===== src/rtl/mcpf_pkg.sv =====
// Shared types, codes and constants of the MQTT control packet framer.
package mcpf_pkg;

  // Default width of the length fields that the framer honors
  localparam int DEF_LENGTH_WIDTH = 16;

  // Item operation codes
  localparam logic OP_BEGIN = 1'b0;
  localparam logic OP_BYTE  = 1'b1;

  // Packet kinds
  localparam logic [1:0] KIND_CONNECT     = 2'd0;
  localparam logic [1:0] KIND_SUBSCRIBE   = 2'd1;
  localparam logic [1:0] KIND_UNSUBSCRIBE = 2'd2;
  localparam logic [1:0] KIND_PUBLISH     = 2'd3;

  // Fixed header bytes
  localparam logic [7:0] HDR_CONNECT     = 8'h10;
  localparam logic [7:0] HDR_SUBSCRIBE   = 8'h82;
  localparam logic [7:0] HDR_UNSUBSCRIBE = 8'hA2;
  localparam logic [7:0] HDR_PUBLISH     = 8'h30;

  // Connect flags
  localparam logic [7:0] FLAGS_BASE = 8'h02;
  localparam logic [7:0] FLAG_USER  = 8'h80;
  localparam logic [7:0] FLAG_PASS  = 8'h40;

  // Connect variable header: protocol name, level, flags, keep alive
  localparam int HEAD_LEN       = 10;
  localparam int HEAD_FLAGS_POS = 7;
  localparam logic [7:0] CONNECT_HEAD [HEAD_LEN] = '{
    8'h00, 8'h04, 8'h4D, 8'h51, 8'h54, 8'h54, 8'h04, 8'h00, 8'h00, 8'd60
  };

  // Subscribe and unsubscribe packet identifier
  localparam logic [15:0] SUB_PACKET_ID = 16'h0001;

  // Remaining length: three base-128 digits
  localparam int RL_W = 21;

  // Byte slots of one command, in emission order
  localparam int SLOT_DATA    = 0;
  localparam int SLOT_HDR     = 1;
  localparam int SLOT_RL0     = 2;
  localparam int SLOT_RL1     = 3;
  localparam int SLOT_RL2     = 4;
  localparam int SLOT_HEAD0   = 5;
  localparam int SLOT_SUBID_HI = SLOT_HEAD0 + HEAD_LEN;
  localparam int SLOT_SUBID_LO = SLOT_SUBID_HI + 1;
  localparam int SLOT_PFX1_HI = SLOT_SUBID_LO + 1;
  localparam int SLOT_PFX1_LO = SLOT_PFX1_HI + 1;
  localparam int SLOT_PFX2_HI = SLOT_PFX1_LO + 1;
  localparam int SLOT_PFX2_LO = SLOT_PFX2_HI + 1;
  localparam int SLOT_QOS     = SLOT_PFX2_LO + 1;
  localparam int NUM_SLOTS    = SLOT_QOS + 1;

  // Command queue between front and back
  localparam int CMD_DEPTH = 2;
  localparam int CMD_PTR_W = (CMD_DEPTH > 1) ? $clog2(CMD_DEPTH) : 1;
  localparam int CMD_CNT_W = $clog2(CMD_DEPTH + 1);

  // One classified item: which slots to emit and the bytes behind them
  typedef struct packed {
    logic [NUM_SLOTS-1:0] mask;
    logic                 closes;
    logic [7:0]           data;
    logic [7:0]           hdr;
    logic [7:0]           rl0;
    logic [7:0]           rl1;
    logic [7:0]           rl2;
    logic [7:0]           flags;
    logic [15:0]          pfx1;
    logic [15:0]          pfx2;
    logic [1:0]           qos;
  } mcpf_cmd_t;

endpackage


===== src/rtl/mcpf_front.sv =====
// Front end: tracks packet state and classifies each item into a byte command.
module mcpf_front import mcpf_pkg::*; #(
  parameter int LENGTH_WIDTH = DEF_LENGTH_WIDTH
) (
  input  logic        clk,
  input  logic        rst_n,
  input  logic        accept,
  input  logic        op,
  input  logic [1:0]  kind,
  input  logic [15:0] first_len,
  input  logic [15:0] second_len,
  input  logic [15:0] third_len,
  input  logic [1:0]  qos,
  input  logic [7:0]  data_byte,
  output logic        cmd_valid,
  output mcpf_cmd_t   cmd
);

  logic [LENGTH_WIDTH-1:0] l1, l2, l3;
  logic [1:0]              q_sat;
  logic                    is_begin, byte_live, take;

  logic                    open_r, open_nxt;
  logic [1:0]              kind_r, kind_nxt;
  logic [1:0]              idx_r, idx_nxt;
  logic [LENGTH_WIDTH-1:0] left_r, left_nxt;
  logic [LENGTH_WIDTH-1:0] ll0_r, ll0_nxt;
  logic [LENGTH_WIDTH-1:0] ll1_r, ll1_nxt;
  logic [1:0]              qos_r, qos_nxt;
  logic [15:0]             pid_r, pid_nxt;

  logic [1:0]              adv_kind, adv_idx_in, adv_qos, adv_idx;
  logic [LENGTH_WIDTH-1:0] adv_left_in, adv_ll0, adv_ll1, adv_left;
  logic                    adv_pfx2_en, adv_qos_en, adv_close;
  logic [15:0]             adv_pfx2, adv_pid, pid_inc, pid_next_id;

  logic [RL_W-1:0]         rl, rl_add2, rl_add3;
  logic [4:0]              rl_base;
  logic                    is_connect;

  assign l1 = first_len[LENGTH_WIDTH-1:0];
  assign l2 = second_len[LENGTH_WIDTH-1:0];
  assign l3 = third_len[LENGTH_WIDTH-1:0];
  assign q_sat = (qos == 2'd3) ? 2'd2 : qos;

  assign is_begin   = (op == OP_BEGIN);
  assign byte_live  = (op == OP_BYTE) && open_r && (left_r != '0);
  assign take       = accept && (is_begin || byte_live);
  assign is_connect = (kind == KIND_CONNECT);

  // Select what the section walk starts from
  always_comb begin
    if (is_begin) begin
      adv_kind    = kind;
      adv_idx_in  = 2'd0;
      adv_left_in = l1;
      adv_ll0     = (is_connect || kind == KIND_PUBLISH) ? l2 : '0;
      adv_ll1     = is_connect ? l3 : '0;
      adv_qos     = q_sat;
    end else begin
      adv_kind    = kind_r;
      adv_idx_in  = idx_r;
      adv_left_in = left_r - LENGTH_WIDTH'(1);
      adv_ll0     = ll0_r;
      adv_ll1     = ll1_r;
      adv_qos     = qos_r;
    end
  end

  assign pid_inc     = pid_r + 16'd1;
  assign pid_next_id = (pid_inc == 16'd0) ? 16'd1 : pid_inc;

  // Walk past finished sections: insert prefix, identifier or qos byte
  always_comb begin
    adv_pfx2_en = 1'b0;
    adv_pfx2    = '0;
    adv_qos_en  = 1'b0;
    adv_close   = 1'b0;
    adv_idx     = adv_idx_in;
    adv_left    = adv_left_in;
    adv_pid     = pid_r;
    if (adv_left_in == '0) begin
      case (adv_kind)
        KIND_CONNECT: begin
          if (adv_idx_in == 2'd0 && adv_ll0 != '0) begin
            adv_pfx2_en = 1'b1;
            adv_pfx2    = 16'(adv_ll0);
            adv_idx     = 2'd1;
            adv_left    = adv_ll0;
          end else if (adv_idx_in != 2'd2 && adv_ll1 != '0) begin
            adv_pfx2_en = 1'b1;
            adv_pfx2    = 16'(adv_ll1);
            adv_idx     = 2'd2;
            adv_left    = adv_ll1;
          end else begin
            adv_close = 1'b1;
          end
        end
        KIND_PUBLISH: begin
          if (adv_idx_in == 2'd0) begin
            if (adv_qos != 2'd0) begin
              adv_pfx2_en = 1'b1;
              adv_pfx2    = pid_next_id;
              adv_pid     = pid_next_id;
            end
            adv_idx  = 2'd1;
            adv_left = adv_ll0;
            if (adv_ll0 == '0) adv_close = 1'b1;
          end else begin
            adv_close = 1'b1;
          end
        end
        KIND_SUBSCRIBE: begin
          adv_qos_en = 1'b1;
          adv_close  = 1'b1;
        end
        default: begin
          adv_close = 1'b1;
        end
      endcase
      if (adv_close) begin
        adv_idx  = 2'd0;
        adv_left = '0;
      end
    end
  end

  // Remaining length: base plus sections that are sent
  always_comb begin
    rl_add3 = '0;
    case (kind)
      KIND_CONNECT: begin
        rl_base = 5'd12;
        rl_add2 = (l2 != '0) ? RL_W'(l2) + RL_W'(2) : '0;
        rl_add3 = (l3 != '0) ? RL_W'(l3) + RL_W'(2) : '0;
      end
      KIND_PUBLISH: begin
        rl_base = (q_sat != 2'd0) ? 5'd4 : 5'd2;
        rl_add2 = RL_W'(l2);
      end
      KIND_SUBSCRIBE: begin
        rl_base = 5'd5;
        rl_add2 = '0;
      end
      default: begin
        rl_base = 5'd4;
        rl_add2 = '0;
      end
    endcase
    rl = RL_W'(rl_base) + RL_W'(l1) + rl_add2 + rl_add3;
  end

  // Build the command for the back end
  always_comb begin
    cmd        = '0;
    cmd_valid  = take;
    cmd.closes = adv_close;
    cmd.data   = data_byte;
    cmd.rl0    = {(rl[20:7] != '0), rl[6:0]};
    cmd.rl1    = {(rl[20:14] != '0), rl[13:7]};
    cmd.rl2    = {1'b0, rl[20:14]};
    cmd.flags  = FLAGS_BASE | ((l2 != '0) ? FLAG_USER : 8'h00) |
                 ((l3 != '0) ? FLAG_PASS : 8'h00);
    cmd.pfx1   = 16'(l1);
    cmd.pfx2   = adv_pfx2;
    cmd.qos    = adv_qos;
    case (kind)
      KIND_CONNECT:   cmd.hdr = HDR_CONNECT;
      KIND_SUBSCRIBE: cmd.hdr = HDR_SUBSCRIBE;
      KIND_PUBLISH:   cmd.hdr = HDR_PUBLISH | {5'b0, q_sat, 1'b0};
      default:        cmd.hdr = HDR_UNSUBSCRIBE;
    endcase
    if (is_begin) begin
      cmd.mask[SLOT_HDR]     = 1'b1;
      cmd.mask[SLOT_RL0]     = 1'b1;
      cmd.mask[SLOT_RL1]     = (rl[20:7] != '0);
      cmd.mask[SLOT_RL2]     = (rl[20:14] != '0);
      for (int i = 0; i < HEAD_LEN; i++) begin
        cmd.mask[SLOT_HEAD0 + i] = is_connect;
      end
      cmd.mask[SLOT_SUBID_HI] = (kind == KIND_SUBSCRIBE) || (kind == KIND_UNSUBSCRIBE);
      cmd.mask[SLOT_SUBID_LO] = (kind == KIND_SUBSCRIBE) || (kind == KIND_UNSUBSCRIBE);
      cmd.mask[SLOT_PFX1_HI] = 1'b1;
      cmd.mask[SLOT_PFX1_LO] = 1'b1;
    end else begin
      cmd.mask[SLOT_DATA] = 1'b1;
    end
    cmd.mask[SLOT_PFX2_HI] = adv_pfx2_en;
    cmd.mask[SLOT_PFX2_LO] = adv_pfx2_en;
    cmd.mask[SLOT_QOS]     = adv_qos_en;
  end

  // Next packet state
  always_comb begin
    open_nxt = open_r;
    kind_nxt = kind_r;
    idx_nxt  = idx_r;
    left_nxt = left_r;
    ll0_nxt  = ll0_r;
    ll1_nxt  = ll1_r;
    qos_nxt  = qos_r;
    pid_nxt  = pid_r;
    if (take) begin
      open_nxt = !adv_close;
      idx_nxt  = adv_idx;
      left_nxt = adv_left;
      pid_nxt  = adv_pid;
      if (is_begin) begin
        kind_nxt = kind;
        qos_nxt  = q_sat;
        ll0_nxt  = adv_ll0;
        ll1_nxt  = adv_ll1;
      end
    end
  end

  // Hold packet state
  always_ff @(posedge clk) begin
    if (!rst_n) begin
      open_r <= 1'b0;
      kind_r <= KIND_CONNECT;
      idx_r  <= 2'd0;
      left_r <= '0;
      ll0_r  <= '0;
      ll1_r  <= '0;
      qos_r  <= 2'd0;
      pid_r  <= 16'd0;
    end else begin
      open_r <= open_nxt;
      kind_r <= kind_nxt;
      idx_r  <= idx_nxt;
      left_r <= left_nxt;
      ll0_r  <= ll0_nxt;
      ll1_r  <= ll1_nxt;
      qos_r  <= qos_nxt;
      pid_r  <= pid_nxt;
    end
  end

endmodule


===== src/rtl/mcpf_queue.sv =====
// Short command queue between the front end and the byte sequencer.
module mcpf_queue import mcpf_pkg::*; (
  input  logic      clk,
  input  logic      rst_n,
  input  logic      wr_en,
  input  mcpf_cmd_t wr_data,
  input  logic      rd_en,
  output mcpf_cmd_t rd_data,
  output logic      rd_valid,
  output logic      full
);

  mcpf_cmd_t              slots_r [CMD_DEPTH];
  logic [CMD_PTR_W-1:0]   wr_ptr_r, wr_ptr_nxt;
  logic [CMD_PTR_W-1:0]   rd_ptr_r, rd_ptr_nxt;
  logic [CMD_CNT_W-1:0]   count_r, count_nxt;

  assign rd_data  = slots_r[rd_ptr_r];
  assign rd_valid = (count_r != '0);
  assign full     = (count_r == CMD_CNT_W'(CMD_DEPTH));

  // Advance pointers and occupancy
  always_comb begin
    wr_ptr_nxt = wr_ptr_r;
    rd_ptr_nxt = rd_ptr_r;
    count_nxt  = count_r;
    if (wr_en) begin
      wr_ptr_nxt = (wr_ptr_r == CMD_PTR_W'(CMD_DEPTH - 1)) ? '0 : wr_ptr_r + CMD_PTR_W'(1);
    end
    if (rd_en) begin
      rd_ptr_nxt = (rd_ptr_r == CMD_PTR_W'(CMD_DEPTH - 1)) ? '0 : rd_ptr_r + CMD_PTR_W'(1);
    end
    if (wr_en && !rd_en) begin
      count_nxt = count_r + CMD_CNT_W'(1);
    end else if (!wr_en && rd_en) begin
      count_nxt = count_r - CMD_CNT_W'(1);
    end
  end

  always_ff @(posedge clk) begin
    if (!rst_n) begin
      wr_ptr_r <= '0;
      rd_ptr_r <= '0;
      count_r  <= '0;
    end else begin
      wr_ptr_r <= wr_ptr_nxt;
      rd_ptr_r <= rd_ptr_nxt;
      count_r  <= count_nxt;
    end
  end

  // Store the incoming command
  always_ff @(posedge clk) begin
    if (wr_en) begin
      slots_r[wr_ptr_r] <= wr_data;
    end
  end

endmodule


===== src/rtl/mcpf_back.sv =====
// Back end: expands one command into bytes and moves them into the output register, one per cycle while it is free.
module mcpf_back import mcpf_pkg::*; (
  input  logic       clk,
  input  logic       rst_n,
  input  logic       q_valid,
  input  mcpf_cmd_t  q_data,
  output logic       q_pop,
  input  logic       out_pop,
  output logic       out_empty,
  output logic [7:0] out_byte,
  output logic       out_packet_end,
  output logic       out_run_end
);

  mcpf_cmd_t            cur_r, cur_nxt;
  logic [NUM_SLOTS-1:0] lowbit, rest;
  logic [7:0]           vals [NUM_SLOTS];
  logic [7:0]           sel_byte;
  logic                 last, out_ready, emit;

  logic                 out_valid_r, out_valid_nxt;
  logic [7:0]           out_byte_r, out_byte_nxt;
  logic                 out_pend_r, out_pend_nxt;
  logic                 out_run_r, out_run_nxt;

  // Byte behind every slot
  always_comb begin
    vals[SLOT_DATA]     = cur_r.data;
    vals[SLOT_HDR]      = cur_r.hdr;
    vals[SLOT_RL0]      = cur_r.rl0;
    vals[SLOT_RL1]      = cur_r.rl1;
    vals[SLOT_RL2]      = cur_r.rl2;
    for (int i = 0; i < HEAD_LEN; i++) begin
      vals[SLOT_HEAD0 + i] = (i == HEAD_FLAGS_POS) ? cur_r.flags : CONNECT_HEAD[i];
    end
    vals[SLOT_SUBID_HI] = SUB_PACKET_ID[15:8];
    vals[SLOT_SUBID_LO] = SUB_PACKET_ID[7:0];
    vals[SLOT_PFX1_HI]  = cur_r.pfx1[15:8];
    vals[SLOT_PFX1_LO]  = cur_r.pfx1[7:0];
    vals[SLOT_PFX2_HI]  = cur_r.pfx2[15:8];
    vals[SLOT_PFX2_LO]  = cur_r.pfx2[7:0];
    vals[SLOT_QOS]      = {6'b0, cur_r.qos};
  end

  // Pick the lowest pending slot
  assign lowbit = cur_r.mask & (~cur_r.mask + NUM_SLOTS'(1));
  assign rest   = cur_r.mask & ~lowbit;
  assign last   = (rest == '0);

  always_comb begin
    sel_byte = 8'h00;
    for (int i = 0; i < NUM_SLOTS; i++) begin
      sel_byte = sel_byte | (lowbit[i] ? vals[i] : 8'h00);
    end
  end

  assign out_ready = !out_valid_r || out_pop;
  assign emit      = (cur_r.mask != '0) && out_ready;
  assign q_pop     = q_valid && ((cur_r.mask == '0) || (emit && last));

  // Load the next command or retire the emitted slot
  always_comb begin
    cur_nxt = cur_r;
    if (q_pop) begin
      cur_nxt = q_data;
    end else if (emit) begin
      cur_nxt.mask = rest;
    end
  end

  // Fill the output register when it frees up
  always_comb begin
    out_valid_nxt = out_valid_r;
    out_byte_nxt  = out_byte_r;
    out_pend_nxt  = out_pend_r;
    out_run_nxt   = out_run_r;
    if (out_ready) begin
      out_valid_nxt = emit;
      out_byte_nxt  = sel_byte;
      out_pend_nxt  = last && cur_r.closes;
      out_run_nxt   = last;
    end
  end

  always_ff @(posedge clk) begin
    if (!rst_n) begin
      cur_r       <= '0;
      out_valid_r <= 1'b0;
    end else begin
      cur_r       <= cur_nxt;
      out_valid_r <= out_valid_nxt;
    end
  end

  always_ff @(posedge clk) begin
    out_byte_r <= out_byte_nxt;
    out_pend_r <= out_pend_nxt;
    out_run_r  <= out_run_nxt;
  end

  assign out_empty      = !out_valid_r;
  assign out_byte       = out_byte_r;
  assign out_packet_end = out_pend_r;
  assign out_run_end    = out_run_r;

endmodule


===== src/rtl/mqtt_control_packet_framer.sv =====
// MQTT 3.1.1 control packet framer: front classifier, command queue, byte sequencer.
//
// Push a begin item (op 0) to start a CONNECT, SUBSCRIBE, UNSUBSCRIBE or PUBLISH
// packet, then push the payload bytes (op 1) of its sections in order. The block
// emits the fixed header, the 1 to 3 byte remaining length, the variable header
// and length prefixes, the subscribe QoS byte and the publish packet identifier,
// flagging the last byte of each item (run_end) and of each packet (packet_end).
// Results leave one byte per clock through a single output byte lane while out_pop
// keeps the output register free; an item yields 1 byte for a plain payload byte,
// up to 3 at a section boundary and up to 18 for a begin item. Plain payload bytes
// stream at one per cycle when the output is not stalled. A byte pushed with no
// packet open, or past the last section, is accepted and dropped. A byte passes
// the command queue, the current-command register and the output register on its
// way out. Lengths are taken from their low LENGTH_WIDTH bits.
module mqtt_control_packet_framer import mcpf_pkg::*; #(
  parameter int LENGTH_WIDTH = DEF_LENGTH_WIDTH
) (
  input  logic        clk,
  input  logic        rst_n,
  input  logic        in_push,
  output logic        in_full,
  input  logic        in_op,
  input  logic [1:0]  in_kind,
  input  logic [15:0] in_first_len,
  input  logic [15:0] in_second_len,
  input  logic [15:0] in_third_len,
  input  logic [1:0]  in_qos,
  input  logic [7:0]  in_data_byte,
  output logic        out_empty,
  input  logic        out_pop,
  output logic [7:0]  out_byte,
  output logic        out_packet_end,
  output logic        out_run_end
);

  logic      accept;
  logic      cmd_valid, q_valid, q_pop;
  mcpf_cmd_t cmd, q_data;

  assign accept = in_push && !in_full;

  mcpf_front #(
    .LENGTH_WIDTH(LENGTH_WIDTH)
  ) u_front (
    .clk        (clk),
    .rst_n      (rst_n),
    .accept     (accept),
    .op         (in_op),
    .kind       (in_kind),
    .first_len  (in_first_len),
    .second_len (in_second_len),
    .third_len  (in_third_len),
    .qos        (in_qos),
    .data_byte  (in_data_byte),
    .cmd_valid  (cmd_valid),
    .cmd        (cmd)
  );

  mcpf_queue u_queue (
    .clk      (clk),
    .rst_n    (rst_n),
    .wr_en    (cmd_valid),
    .wr_data  (cmd),
    .rd_en    (q_pop),
    .rd_data  (q_data),
    .rd_valid (q_valid),
    .full     (in_full)
  );

  mcpf_back u_back (
    .clk            (clk),
    .rst_n          (rst_n),
    .q_valid        (q_valid),
    .q_data         (q_data),
    .q_pop          (q_pop),
    .out_pop        (out_pop),
    .out_empty      (out_empty),
    .out_byte       (out_byte),
    .out_packet_end (out_packet_end),
    .out_run_end    (out_run_end)
  );

endmodule


===== config.mk =====
export PLATFORM = sky130hd
export DESIGN_NAME = mqtt_control_packet_framer
export DESIGN_NICKNAME = d
export VERILOG_FILES = /design/src/rtl/mcpf_pkg.sv /design/src/rtl/mcpf_front.sv /design/src/rtl/mcpf_queue.sv /design/src/rtl/mcpf_back.sv /design/src/rtl/mqtt_control_packet_framer.sv
export SDC_FILE = /design/constraint.sdc
export NUM_CORES = 1
export LEC_CHECK = 0
export BUFFER_PORTS_ARGS = -buffer_cell sky130_fd_sc_hd__buf_2
export CORE_MARGIN = 2
export CORE_UTILIZATION = 65
export DETAILED_ROUTE_END_ITERATION = 8
export PLACE_DENSITY_LB_ADDON = 0.1
export SLEW_MARGIN = 20
export SYNTH_ARGS = -nofsm -noshare
export SYNTH_HDL_FRONTEND = slang
export SYNTH_HIERARCHICAL = 1
export SYNTH_SLANG_ARGS = --single-unit

===== constraint.sdc =====
create_clock -name clk -period 21.3 [get_ports clk]
set_clock_uncertainty 0.2 [all_clocks]
set_input_delay 3.195 -clock clk [delete_from_list [all_inputs] [get_ports clk]]
set_output_delay 3.195 -clock clk [all_outputs]
set_load 0.05 [all_outputs]

==> metrics.txt, run 1 <==
startpoint of the tightest hold check path=u_back/cur_r[82]; Leak=8.94 nW; Slew headroom=0.290; DR DRC count=0; Die Area=around 36,000 µm²; Congestion Overflow GR=0; Worst Hold Path EP=u_back/cur_r[82]; Synth top area share=0.298; crit path max fanout=15; Top FF cell, synth=edfxtp_1; routed length per placed instance=between 20 and 25 µm; dominant cell type by area after synthesis=edfxtp_1; vias in the first global route=~16,000; Final Hold Fails=0; WP data required=about 21 ns; CTS H-tree depth=2; Power, Total=2.45 mW; clk root buf=clkbuf_16; Yosys reg bits=about 400; post-synthesis sequential area ratio=0.463; Worst-Margin Slew=1.07 ns; pwr/cell area=104 nW/µm²; Area contributors post-synth=edfxtp_1, dfxtp_1, nand2_1; DP HPWL=39,100 µm; routability cong.=0.947; status=complete, no violations; largest net degree at the start of global routing=about 110; Core ar.=around 34,000 µm²; Sum Neg Setup Slack=0 ns; Fill cells=approximately 2,500; DP Area=between 20,000 and 25,000 µm²; MaxCap Viol Count=0; WP data arrival=approximately 9 ns; FF-to-FF setup slack=between 15 and 20 ns; clock transition at the registers of the reported paths=roughly 0.060 ns; buffer count from post-CTS setup fixing=0; Area Growth Syn to Fin=6.17%; IO Port Bufs=76; antenna violations before repair=0; Worst Setup Start Kind=primary input; initial core utilization=0.660; final setup vio count=0; CTS sink cnt=between 400 and 500; via-per-instance ratio=approximately 6.3; Max Clk Rate=110 MHz; FF/Latch Area=roughly 10,000 µm²; CP endpoint kind=flop; Die Height=around 190 µm; count leader, synth=nand2_1; Post-CTS Resized=0; Die X=about 190 µm; critical path type=in2reg; latest clock arrival within the worst-skew pair=~0.55 ns; Top Ports=77; Total Routing Usage GR=0.314; multi-input logic area=about 10,000 µm²; Synth Area per Inst=slightly above 10 µm²; Reg-to-Reg End=u_back/cur_r[47]; FF-to-FF Start=u_back/cur_r[83]; Worst Hold Depth=2; layout cells sized above 1=0.143; unrepaired setup endpoints after global routing=false; WL final=approximately 57,000 µm; clk buf depth=3; drt pass-1 iters=5; yosys warns=6; Worst VDD drop=0.0000814 V; FF-to-FF path depth=8; CTS Hold Buffers Added=0; final antenna-violating net count=0; CTS tree=done; EDFF count, synth=220; Synth Instances=2,203; final instance area=23,500 µm²; CTS buffer count=between 40 and 50; ant diodes=0; Slew Limit Fails=0; final net count=2,277; Rows=67; DR vias=16,600; first-pass GRT wire length=87,300 µm; Syn Std Cell Area=~22,000 µm²; post-synthesis cell type count=85; Post-synth top cells=nand2_1, edfxtp_1, dfxtp_1, clkbuf_1, mux2i_1; Synth async-reset ratio=0; final worst path period need=a little over 9 ns; Initial DRC Count=1,610; Hold WC Path Type=reg2reg; fin crit share=0.425
## power by group
group | switching [mW] | internal, mW | leakage [nW]
Clock | 0.305 | 0.431 | 0.687
Combinational | 0.438 | 0.280 | 4.73
Sequential | 0.0639 | 0.932 | 3.52
## per-layer routing
layer	GRT usage	part of all wire
met2	0.499	0.47
met4	0.127	0.040
met1	0.438	0.43
met5	0	0
met3	0.0427	0.064
## placed cells by master, fill, tap and decap left out, types with 44 or more instances in the layout
cell type / Yosys / layout
nor2_1: 89 / 88
and3_1: 65 / 65
nand3_1: 55 / 55
nand2_1: 352 / 352
a21oi_1: 84 / 84
mux2_2: 58 / 58
edfxtp_1: 220 / 220
ha_1: 46 / 46
buf_2: 12 / 75
inv_1: 69 / 69
dfxtp_1: 182 / 181
clkbuf_16: 0 / 44
mux2_4: 50 / 50
o21ai_0: 88 / 88
mux2i_1: 91 / 91
## cell families after synthesis
kind of cell | after synthesis | share of synthesized area
flops | 402 | 0.463
compound gates | 415 | 0.126
simple gates | 793 | 0.176
buf+inv | 277 | 0.0662
mux | 199 | 0.105
xor+xnor | 46 | 0.0182
other cells | 2 | 0.000339
fa+ha+maj | 69 | 0.0459
## flip-flops by register name, indices dropped and copies added, names as in the netlist, named ones only
name and cells:
u_back/cur_r 105, u_back/out_byte 8, u_back/out_packet_end 1, u_back/out_run_end 1, u_back/out_valid_r 1, u_front/idx_r 2, u_front/kind_r 2, u_front/left_r 16
u_front/ll0_r 16, u_front/ll1_r 16, u_front/open_r 1, u_front/pid_r 16, u_front/qos_r 2, u_queue/count_r 2, u_queue/rd_ptr_r 1, u_queue/slots_r 210
u_queue/wr_ptr_r 1
## layout make-up
class / count / area share
clock buffer: 58 / 0.0503
sequential: 402 / 0.436
inverter: 69 / 0.0110
timing repair buffer: 96 / 0.0233
tap: 448 / 0.0238
multi-input combinational: 1534 / 0.446
clock inverter: 20 / 0.00942
## critical path: stages
cell and delay (ns):
buf_2 0.13, or4_1 0.59, nand4b_1 0.33, and2_1 0.42, nand2_1 0.17, inv_1 0.06
fa_1 0.38, fa_1 0.47, ha_1 0.24, fa_1 0.40, a21oi_1 0.26, o21ai_0 0.16
a2111oi_0 0.64, buf_4 0.24, a22oi_1 0.09, xnor2_1 0.16, or4_1 0.65, or4_1 0.53
## stage by stage
| step | utilization | instances | setup slack (ns) | hold slack (ns) |
|---|---|---|---|---|
| floorplan | - | 2213 | 10.97 | 0.230 |
| global placement | 0.659 | 2548 | 11.91 | 0.241 |
| detailed placement | 0.659 | 2548 | 11.76 | 0.248 |
| CTS | 0.701 | 2626 | 12.36 | 0.258 |
| global route | 0.701 | 2627 | 11.95 | 0.271 |
| finish | 0.701 | 2627 | 12.25 | 0.258 |
## how the worst max path moves through the flow
stage / from / endpoint / slack (ns) / cells after the start
finish: in_third_len[10] / u_queue/slots_r[1][65] / 12.25 / 18
global route: in_second_len[2] / u_queue/slots_r[1][65] / 11.95 / 19
CTS: in_third_len[10] / u_queue/slots_r[1][65] / 12.36 / 18
detailed placement: in_third_len[10] / u_queue/slots_r[0][65] / 11.76 / 18
global placement: in_second_len[5] / u_queue/slots_r[0][65] / 11.91 / 19
floorplan: in_op / u_queue/slots_r[0][0] / 10.97 / 10
No activity file was read; power rests on OpenSTA's default activity.
==> inputs of run 2 (changes only) <==
--- a/config.mk
+++ b/config.mk
@@ -7,7 +7,7 @@
 export LEC_CHECK = 0
 export BUFFER_PORTS_ARGS = -buffer_cell sky130_fd_sc_hd__buf_2
 export CORE_MARGIN = 2
-export CORE_UTILIZATION = 65
+export CORE_UTILIZATION = 57
 export DETAILED_ROUTE_END_ITERATION = 8
 export PLACE_DENSITY_LB_ADDON = 0.1
 export SLEW_MARGIN = 20
==> constraint.sdc (replaced) <==
create_clock -name clk -period 7.4 [get_ports clk]
set_clock_uncertainty 0.2 [all_clocks]
set_input_delay 1.11 -clock clk [delete_from_list [all_inputs] [get_ports clk]]
set_output_delay 1.11 -clock clk [all_outputs]
set_load 0.05 [all_outputs]
==> run 2 against run 1 <==
  * Non-clock buffer count rose by 8
  * Critical path depth did not move
  * Setup slack got worse by 12 ns
  * Combinational power rose to 2.9 times the previous value
  * Largest cell class unchanged
  * Clock-buffer cell count fell by 4
  * Wire length fell by 0.41%
  * Highest routed layer is now met5
  * Sequential share of layout area fell by 0.33 points
  * Power rose to 2.9 times the previous value
  * Design area rose by 0.77%
  * Global-route usage fell by 3.6 points
==> metrics.txt, run 2 (same netlist as run 1, synthesis figures left out) <==
Comb pwr share=0.292 (was 0.293); Slew headroom=0.326 (was 0.290); Die Area=40,400 µm² (was 35,600 µm²); Sum Neg Setup Slack=0 ns (unchanged); DP HPWL=39,700 µm (was 39,100 µm); Core ar.=38,500 µm² (was 33,500 µm²); critical path type=in2reg (unchanged); GRT Max-Usage Layer=met2 (unchanged); Worst path slowest cell=or4_1 (unchanged); Worst-Margin Slew=1.01 ns (was 1.07 ns); Switch Pwr=2.31 mW (was 0.807 mW); final setup vio count=0 (unchanged); post-layout util=0.616 (was 0.701); Max Clk Rate=around 150 MHz; met3 usage=0.0379 (was 0.0427); Hold WC Path Type=reg2reg (unchanged); Die Height=201 µm (was 189 µm); CTS H-tree depth=2 (unchanged); WL final=56,600 µm (was 56,800 µm); crit path max fanout=15 (unchanged); Rows=72 (was 67); met1 Use GR=0.384 (was 0.438); final net count=2,285 (was 2,277); buffer count from post-CTS setup fixing=0 (unchanged); grt met2 use=0.450 (was 0.499); unrepaired setup endpoints after global routing=false (unchanged); routability cong.=0.946 (was 0.947); Initial DRC Count=1,365 (was 1,610); status=complete, no violations (unchanged); CP endpoint kind=flop (unchanged); Largest Register=u_queue/slots_r (unchanged); Leak=8.98 nW (was 8.94 nW); Worst Setup Start Kind=primary input (unchanged); clk buf depth=3 (unchanged); Slew Limit Fails=0 (unchanged); critical-path cell list=buf_2 > or4_1 > nand4b_1 > and2_1 > nand2_1 > inv_1 > fa_1 > fa_1 > ha_1 > fa_1 > a21oi_1 > o21ai_0 > a2111oi_0 > buf_4 > a22oi_1 > xnor2_1 > or4_1 > or4_1 (unchanged); Final Hold Fails=0 (unchanged); most frequent cells in the layout=nand2_1, edfxtp_1, dfxtp_1 (unchanged); Largest regs=u_queue/slots_r: 210 flops, u_back/cur_r: 105 flops (unchanged); Total Routing Usage GR=0.278 (was 0.314); vias in the first global route=15,500 (about the same); drt pass-1 iters=5 (unchanged); antenna violations before repair=3 (was 0); CTS sink cnt=402 (unchanged); Area Growth Syn to Fin=6.99% (was 6.17%); fin crit share=0.924; initial core utilization=0.576 (was 0.660); clock power share=0.302 (was 0.300); final worst path period need=between 6 and 7 ns; Worst VDD drop=0.000186 V (was 0.0000814 V); MaxCap Viol Count=0 (unchanged); largest net degree at the start of global routing=176 (was 113); CTS buffer count=42 (unchanged); clk root buf=clkbuf_16 (unchanged); latest clock arrival within the worst-skew pair=0.57 ns (was 0.55 ns); max FFs per register=210 (unchanged); IO Port Bufs=76 (unchanged); CTS Hold Buffers Added=0 (unchanged); DR DRC count=0 (unchanged); final antenna-violating net count=0 (unchanged); Top Ports=77 (unchanged); Die X=201 µm (was 189 µm); first-pass GRT wire length=88,400 µm (was 87,300 µm); pwr/cell area=298 nW/µm² (was 104 nW/µm²); DR vias=16,300 (was 16,600); internal power=4.76 mW (was 1.64 mW); Seq pwr share=0.406 (about the same); routed length per placed instance=20.9 µm (was 21.6 µm); Sw Ratio=0.327 (was 0.330); WP data required=7.49 ns (was 21.38 ns); Power, Total=7.07 mW (was 2.45 mW); via-per-instance ratio=6.01 (was 6.30); clock transition at the registers of the reported paths=0.06 ns (about the same); max incr delay on CP=0.63 ns (was 0.65 ns); WP data arrival=6.93 ns (was 9.14 ns); most common cell after layout, fill and taps aside=nand2_1 (unchanged); Congestion Overflow GR=0 (unchanged); layout cells sized above 1=0.144 (was 0.143); Post-CTS Resized=0 (unchanged); CTS tree=done (unchanged)
-- run 2: critical path: cells and delay by family --
family                   cells  cell delay, ns
AO/OA/AOI/OAI                4            1.14
adder cells (fa/ha/maj)      4            1.50
AND/OR/NAND/NOR              6            2.58
XOR/XNOR                     1            0.17
buffers and inverters        3            0.43
-- run 2: final timing paths --
kind,start,end,slack [ns],cells past startpoint
worst min-delay path,u_back/cur_r[62],u_back/cur_r[62],0.26,2
worst max-delay path,in_third_len[10],u_queue/slots_r[1][65],0.56,18
worst min register to register,u_back/cur_r[62],u_back/cur_r[62],0.26,2
worst max register to register,u_front/left_r[7],u_front/left_r[4],2.71,7
-- run 2: through the flow --
stage	cell area (µm²)	setup slack (ns)	instances	hold slack, ns
2_1_floorplan	22200	0.372	2213	0.230
3_3_place_gp	22200	0.0960	2625	0.243
3_5_place_dp	22200	0.0717	2625	0.248
4_1_cts	23600	0.648	2703	0.257
5_1_grt	23700	0.242	2706	0.273
6_report	23700	0.563	2706	0.257
-- run 2: area by class of cell --
type	count	area, µm²
well taps	518	648
clock buffers	54	1120
flip-flops and latches	402	10300
inverters	69	259
clock inverters	24	278
diodes	1	2.50
repair buffers	104	652
multi-input cells	1534	10500
fillers	3249	14800
-- run 2: per-layer routing --
layer | up-vias | part of all wire
met5 | - | 0.00028
met4 | 4 | 0.033
met3 | 95 | 0.048
met2 | 492 | 0.46
met1 | 7847 | 0.45
li1 | 7837 | -
-- run 2: power groups by stage --
stage | logic, mW | clock network [mW] | registers (mW)
floorplan | 1.66 | 0 | 2.90
global placement | 2.00 | 0 | 2.90
detailed placement | 2.02 | 0 | 2.91
CTS | 2.04 | 2.17 | 2.87
global route | 2.24 | 2.26 | 2.90
finish | 2.07 | 2.13 | 2.87
